**src/sv/rlar_pkg.sv**
```systemverilog
// ----------------------------------------------------------------------------
// Relocation log remapper package
// Shared types and constants for the relocation log address remapper and its
// entry cells.
// ----------------------------------------------------------------------------
package rlar_pkg;

	// Field widths of the stream beats.
	localparam int unsigned ADDR_W  = 48;
	localparam int unsigned LEN_W   = 32;
	localparam int unsigned ASIZE_W = 13;
	localparam int unsigned KIND_W  = 2;

	// Packed tdata widths, padded to whole bytes.
	localparam int unsigned S_TDATA_W = 192;
	localparam int unsigned M_TDATA_W = 56;

	// Default number of entries in the move log.
	localparam int unsigned LOG_DEPTH_DEF = 16;

	// Beat kinds carried on tuser.
	typedef enum logic [KIND_W-1:0] {
		KIND_LOG   = 2'd0,
		KIND_XLATE = 2'd1,
		KIND_CLEAR = 2'd2
	} kind_t;

	// One logged block move.
	typedef struct packed {
		logic [ADDR_W-1:0] src;
		logic [ADDR_W-1:0] dst;
		logic [LEN_W-1:0]  len;
	} entry_t;

	// Item travelling down the cell chain.
	typedef struct packed {
		kind_t              kind;
		logic [ADDR_W-1:0]  addr;
		logic [ASIZE_W-1:0] size_m1;
		logic               fault;
		logic               full;
	} item_t;

endpackage

```
**src/sv/rlar_cell.sv**
```systemverilog
// ----------------------------------------------------------------------------
// Relocation log entry cell
// Holds one logged move and applies it to the item passing through, then
// registers the item for the next cell in the chain.
// ----------------------------------------------------------------------------
module rlar_cell #(
	parameter int unsigned IDX   = 0,
	parameter int unsigned CNT_W = 5
) (
	input  logic                clk,
	input  logic                arst_n,
	input  logic                en,
	input  logic                wr_en,
	input  rlar_pkg::entry_t    wr_entry,
	input  logic                valid_in,
	input  rlar_pkg::item_t     item_in,
	input  logic [CNT_W-1:0]    cnt_in,
	output logic                valid_out,
	output rlar_pkg::item_t     item_out,
	output logic [CNT_W-1:0]    cnt_out
);
	import rlar_pkg::*;

	entry_t             entry_q;
	logic               valid_s1;
	item_t              item_s1;
	logic [CNT_W-1:0]   cnt_s1;

	logic               active;
	logic [ADDR_W:0]    diff;
	logic [ADDR_W-1:0]  off;
	logic [ADDR_W-1:0]  len_ext;
	logic [ADDR_W:0]    last_off;
	logic               hit;
	item_t              item_nxt;

	// Entry storage, written once per append.
	always_ff @(posedge clk) begin
		if (wr_en) begin
			entry_q <= wr_entry;
		end
	end

	// The entry only takes part for translates that were issued after it was logged.
	assign active   = (item_in.kind == KIND_XLATE) && (CNT_W'(IDX) < cnt_in);
	assign diff     = {1'b0, item_in.addr} - {1'b0, entry_q.src};
	assign off      = diff[ADDR_W-1:0];
	assign len_ext  = {{(ADDR_W-LEN_W){1'b0}}, entry_q.len};
	assign last_off = {1'b0, off} + {{(ADDR_W+1-ASIZE_W){1'b0}}, item_in.size_m1};
	assign hit      = active && !diff[ADDR_W] && (off < len_ext);

	// Rebase on a hit and flag a shear when the last byte leaves the block.
	always_comb begin
		item_nxt = item_in;
		if (hit) begin
			item_nxt.addr = entry_q.dst + off;
			if (last_off >= {1'b0, len_ext}) begin
				item_nxt.fault = 1'b1;
			end
		end
	end

	// Stage register towards the next cell.
	always_ff @(posedge clk or negedge arst_n) begin
		if (!arst_n) begin
			valid_s1 <= 1'b0;
		end else if (en) begin
			valid_s1 <= valid_in;
		end
	end

	always_ff @(posedge clk) begin
		if (en) begin
			item_s1 <= item_nxt;
			cnt_s1  <= cnt_in;
		end
	end

	assign valid_out = valid_s1;
	assign item_out  = item_s1;
	assign cnt_out   = cnt_s1;

endmodule
```
**config.mk**
```make
export PLATFORM = sky130hd
export DESIGN_NAME = rlar_cell
export DESIGN_NICKNAME = d
export VERILOG_FILES = /design/src/sv/rlar_pkg.sv /design/src/sv/rlar_cell.sv
export SDC_FILE = /design/constraint.sdc
export NUM_CORES = 1
export LEC_CHECK = 0
export ABC_AREA = 1
export BUFFER_PORTS_ARGS = -buffer_cell sky130_fd_sc_hd__buf_2
export CORE_UTILIZATION = 50
export DETAILED_ROUTE_END_ITERATION = 8
export HOLD_SLACK_MARGIN = 0.06
export PLACE_DENSITY = 0.76
export SLEW_MARGIN = 20
export SYNTH_ARGS = -nofsm -noshare
export SYNTH_HDL_FRONTEND = slang
export SYNTH_SLANG_ARGS = --single-unit
```
**constraint.sdc**
```tcl
create_clock -name clk -period 10 [get_ports clk]
set_input_delay 1.5 -clock clk [delete_from_list [all_inputs] [get_ports clk]]
set_output_delay 1.5 -clock clk [all_outputs]
set_load 0.02 [all_outputs]
```
==> qor.log <==
[synth] Mapped Nets 2770
[power] Cell Pwr Density 176.5 mW/mm2
[synth] number of warnings issued by yosys 0
[finish] share of cells above drive strength 1 15.82%
[grt] pin count of the biggest net entering global routing 68
[synth] most numerous cell in the Yosys netlist sky130_fd_sc_hd__nand2_1
[timing] RSZ-0062 raised after global routing no
[timing] upper clock frequency limit 0.1579 GHz
[synth] area fraction of the dominant cell type after synthesis 33.98%
[finish] Synth-to-Final Area Change 14.28%
[clock_network] Inserted Clock Buffers 17
[floorplanning] horizontal extent of the die 189.1 um
[worst_hold_path] worst hold path endpoint valid_out
[detailed_routing] total wire length 63970 um
[critical_path] startpoint of the most critical register-to-register path entry_q[80]
[grt] vias in the first global route 16581
[worst_hold_path] worst hold stages 1
[detailed_routing] number of DRC markers in iteration 0 1734
[job] number of maximum-capacitance constraint violations 0
[synth] share of the synthesized area in compound gates (AO/OA/AOI/OAI) 9.010%
[grt] gr ovfl total 0
[synth] ys async rst share 0.5025%
[critical_path] slack of the worst reg-to-reg path 4440 ps
[floorplanning] Rows 68
[critical_path] CP startpoint kind primary input
[detailed_routing] routed vias 17441
[critical_path] Req. time, crit path 10230 ps
[synth] leading cell types by count after synthesis sky130_fd_sc_hd__nand2_1 (694), sky130_fd_sc_hd__inv_1 (410), sky130_fd_sc_hd__nor2_1 (213)
[critical_path] dominant cell type by count on the critical path sky130_fd_sc_hd__nand2_1
[detailed_routing] Detail Route Antenna Nets 0
[clock_network] clock root buffer sky130_fd_sc_hd__clkbuf_16
[floorplanning] initial core utilization 50.78%
[worst_hold_path] worst hold path startpoint valid_out
[clock_network] maximum buffer depth of the clock tree 2
[timing] count of final setup violators 0
[synth] average size of a mapped cell 7.312 um2
[critical_path] maximum single-stage delay on the critical path 430 ps
[synth] top cells by area, synth sky130_fd_sc_hd__edfxtp_1 (34%), sky130_fd_sc_hd__nand2_1 (15%), sky130_fd_sc_hd__ha_1 (12%)
[synth] Netlist cell types 48
[synth] library cell occupying the most area in the post-synthesis netlist sky130_fd_sc_hd__edfxtp_1
[worst_hold_path] class of the tightest hold or removal check register to register
[floorplanning] core area 0.03446 mm2
[synth] dominant combinational cell family by area after synthesis simple AND/OR/NAND/NOR gates
[timing] final period utilization 63.35%
[timing] final-layout setup total negative slack 0 ps
[timing] final slew viol count 0
[finish] antenna diode count 0
[place] cell count after placement 3116
[synth] number of register bits inferred by synthesis 199
[synth] number of flops mapped to enable cells by yosys 198
[floorplanning] DIE AREA 0.03575 mm2
[clock_network] clock edge transition at the registers on the reported setup and hold paths 80 ps
[floorplanning] Top-Level Pins 274
[synth] multiplexer share of the synthesized area 0.8653%
[timing] time the final worst path needs with I/O delays and setup 6335 ps
[synth] top_reg_cell synth sky130_fd_sc_hd__edfxtp_1
[critical_path] Critical Path Sink Type register
[clock_network] CTS tree done
[finish] number of nets in the layout 3057
[clock_network] sinks on the clock net 199
[timing] worst slew margin relative to its limit 37.34%
[grt] antenna violations before repair 0
[critical_path] Critical Path Fanout Max 4
[place] Detailed Place HPWL 54270 um
[timing] number of hold-slack violations in the final timing report 0
[critical_path] capture instance of the worst register-to-register path item_out[1]
[synth] adder and majority gate portion of the synthesized area 12.57%
[synth] share of synthesized area occupied by flip-flops and latches 34.12%
[grt] first-pass GRT wire length 95390 um
[outcome] outcome finished clean
[power] Peak supply drop 0.1883 mV
[critical_path] crit path max-delay cell type sky130_fd_sc_hd__xor2_1
[critical_path] arrival time reported for the critical path endpoint 6560 ps
[clock_network] quantity of hold-fixing buffers added after cts 0
[synth] parity-gate share of the synthesized area counting xor and xnor cells 4.462%
[floorplanning] height of the die 189.1 um
[detailed_routing] routed len/inst 20.32 um
[critical_path] critical path class primary input to register
[synth] total standard cell area after synthesis 0.01750 mm2
[clock_network] Post-CTS Setup Bufs 0
[critical_path] cell count of the worst reg-to-reg path 38
[detailed_routing] mean number of vias per cell 5.540
[clock_network] clock latency on the worst-skew pair 470 ps
[synth] basic-gate share of the synthesized area counting and, or, nand and nor cells 29.50%
[detailed_routing] DRC violation count after routing 0
[place] routability congestion estimate 0.9980
[grt] global router's overall resource usage 35.96%
[place] port bufs 273
[clock_network] number of H-tree levels 4
[detailed_routing] Initial DRT Pass Iterations 9
[finish] fin cells 3148
[power] standby leakage power 10.29 nW
[timing] slew at the pin closest to its max-slew limit 939.9 ps
[synth] synthesized netlist cell count 2393
[timing] setup clock skew after layout 16.97 ps
[clock_network] Resize count post-CTS 0
sequential cells by signal, summed over array words and instances, names as in the netlist:
name and cells:
item_out 65, cnt_out 5, entry_q 128, valid_out 1
kinds of logic after synthesis:
logic type,Yosys count
adders and majority gates,174
muxes,15
AOI/OAI and AO/OA,285
and+or+nand+nor,1199
buffers and inverters,434
DFF,199
xor gates and xnor gates,87
per-stage QoR:
stage	util (%)	area (um2)	hold WS [ps]	setup WS, ps	total power, mW
after detailed placement	56.31	19400	498.7	3259	2.758
after global placement	56.31	19400	483.8	3346	2.744
final	58.03	20000	514.1	3665	3.528
after global routing	58.03	20000	549.6	3079	3.727
after CTS	58.03	20000	516.6	3703	3.482
after floorplan	-	17500	624.2	4230	2.166
worst max-delay path by stage:
| stage | startpoint | to | slack [ps] | cells after the start |
|---|---|---|---|---|
| after global placement | item_in[15] | item_out[1] | 3350 | 40 |
| after global routing | item_in[15] | item_out[1] | 3080 | 40 |
| final | item_in[15] | item_out[1] | 3670 | 40 |
| after CTS | item_in[15] | item_out[1] | 3700 | 40 |
| after detailed placement | item_in[15] | item_out[1] | 3260 | 40 |
| after floorplan | item_in[15] | item_out[1] | 4230 | 39 |
power by group:
part	internal [mW]	switching, mW
clock network	0.376	0.345
logic	0.562	1.23
registers	0.991	0.0221
area by class of cell:
| class | count | area (um2) |
|---|---|---|
| sequential | 199 | 5971 |
| timing repair buffer | 276 | 1394 |
| inverter | 426 | 1602 |
| multi-input combinational | 1760 | 9869 |
| tap | 455 | 569.3 |
| fill | 3248 | 14460 |
| clock inverter | 14 | 161.4 |
| clock buffer | 18 | 429.2 |
per-layer routing:
layer,share of wire [%],track usage [%],vias to the layer above
li1,-,-,8363
met1,45,51.13,8121
met2,43,54.52,862
met3,9.8,7.618,95
met4,2.6,10.98,0
met5,0,0,-
worst max-delay path: cells and delay by family:
kind,cells,cell delay (ps)
buf+inv,6,360
simple gates,26,2360
fa+ha+maj,4,1190
compound gates,2,510
xor+xnor,2,630
layout by cell type, fill, tap and decap left out, types with 3 or more instances in the layout:
master and count:
sky130_fd_sc_hd__nand3_1 121, sky130_fd_sc_hd__nand4_1 44, sky130_fd_sc_hd__xnor2_1 33, sky130_fd_sc_hd__nor4_1 5
sky130_fd_sc_hd__clkbuf_16 17, sky130_fd_sc_hd__o21ai_1 12, sky130_fd_sc_hd__a21oi_1 138, sky130_fd_sc_hd__o21bai_1 11
sky130_fd_sc_hd__edfxtp_1 198, sky130_fd_sc_hd__o21ai_0 67, sky130_fd_sc_hd__nand3b_1 3, sky130_fd_sc_hd__nor2_4 6
sky130_fd_sc_hd__inv_2 14, sky130_fd_sc_hd__o211ai_1 3, sky130_fd_sc_hd__nand2_1 694, sky130_fd_sc_hd__inv_1 410
sky130_fd_sc_hd__nor2_2 29, sky130_fd_sc_hd__a21boi_0 4, sky130_fd_sc_hd__a31oi_1 20, sky130_fd_sc_hd__buf_4 5
sky130_fd_sc_hd__mux2i_1 14, sky130_fd_sc_hd__a211oi_1 3, sky130_fd_sc_hd__buf_2 271, sky130_fd_sc_hd__xor2_1 53
sky130_fd_sc_hd__inv_6 5, sky130_fd_sc_hd__nand3_2 13, sky130_fd_sc_hd__a21o_1 12, sky130_fd_sc_hd__nand2_2 47
sky130_fd_sc_hd__and3_1 3, sky130_fd_sc_hd__nor3_1 15, sky130_fd_sc_hd__fa_1 3, sky130_fd_sc_hd__o21a_1 9
sky130_fd_sc_hd__nor2_1 213, sky130_fd_sc_hd__ha_1 171
Note: power is estimated with default switching activity, not from simulation.
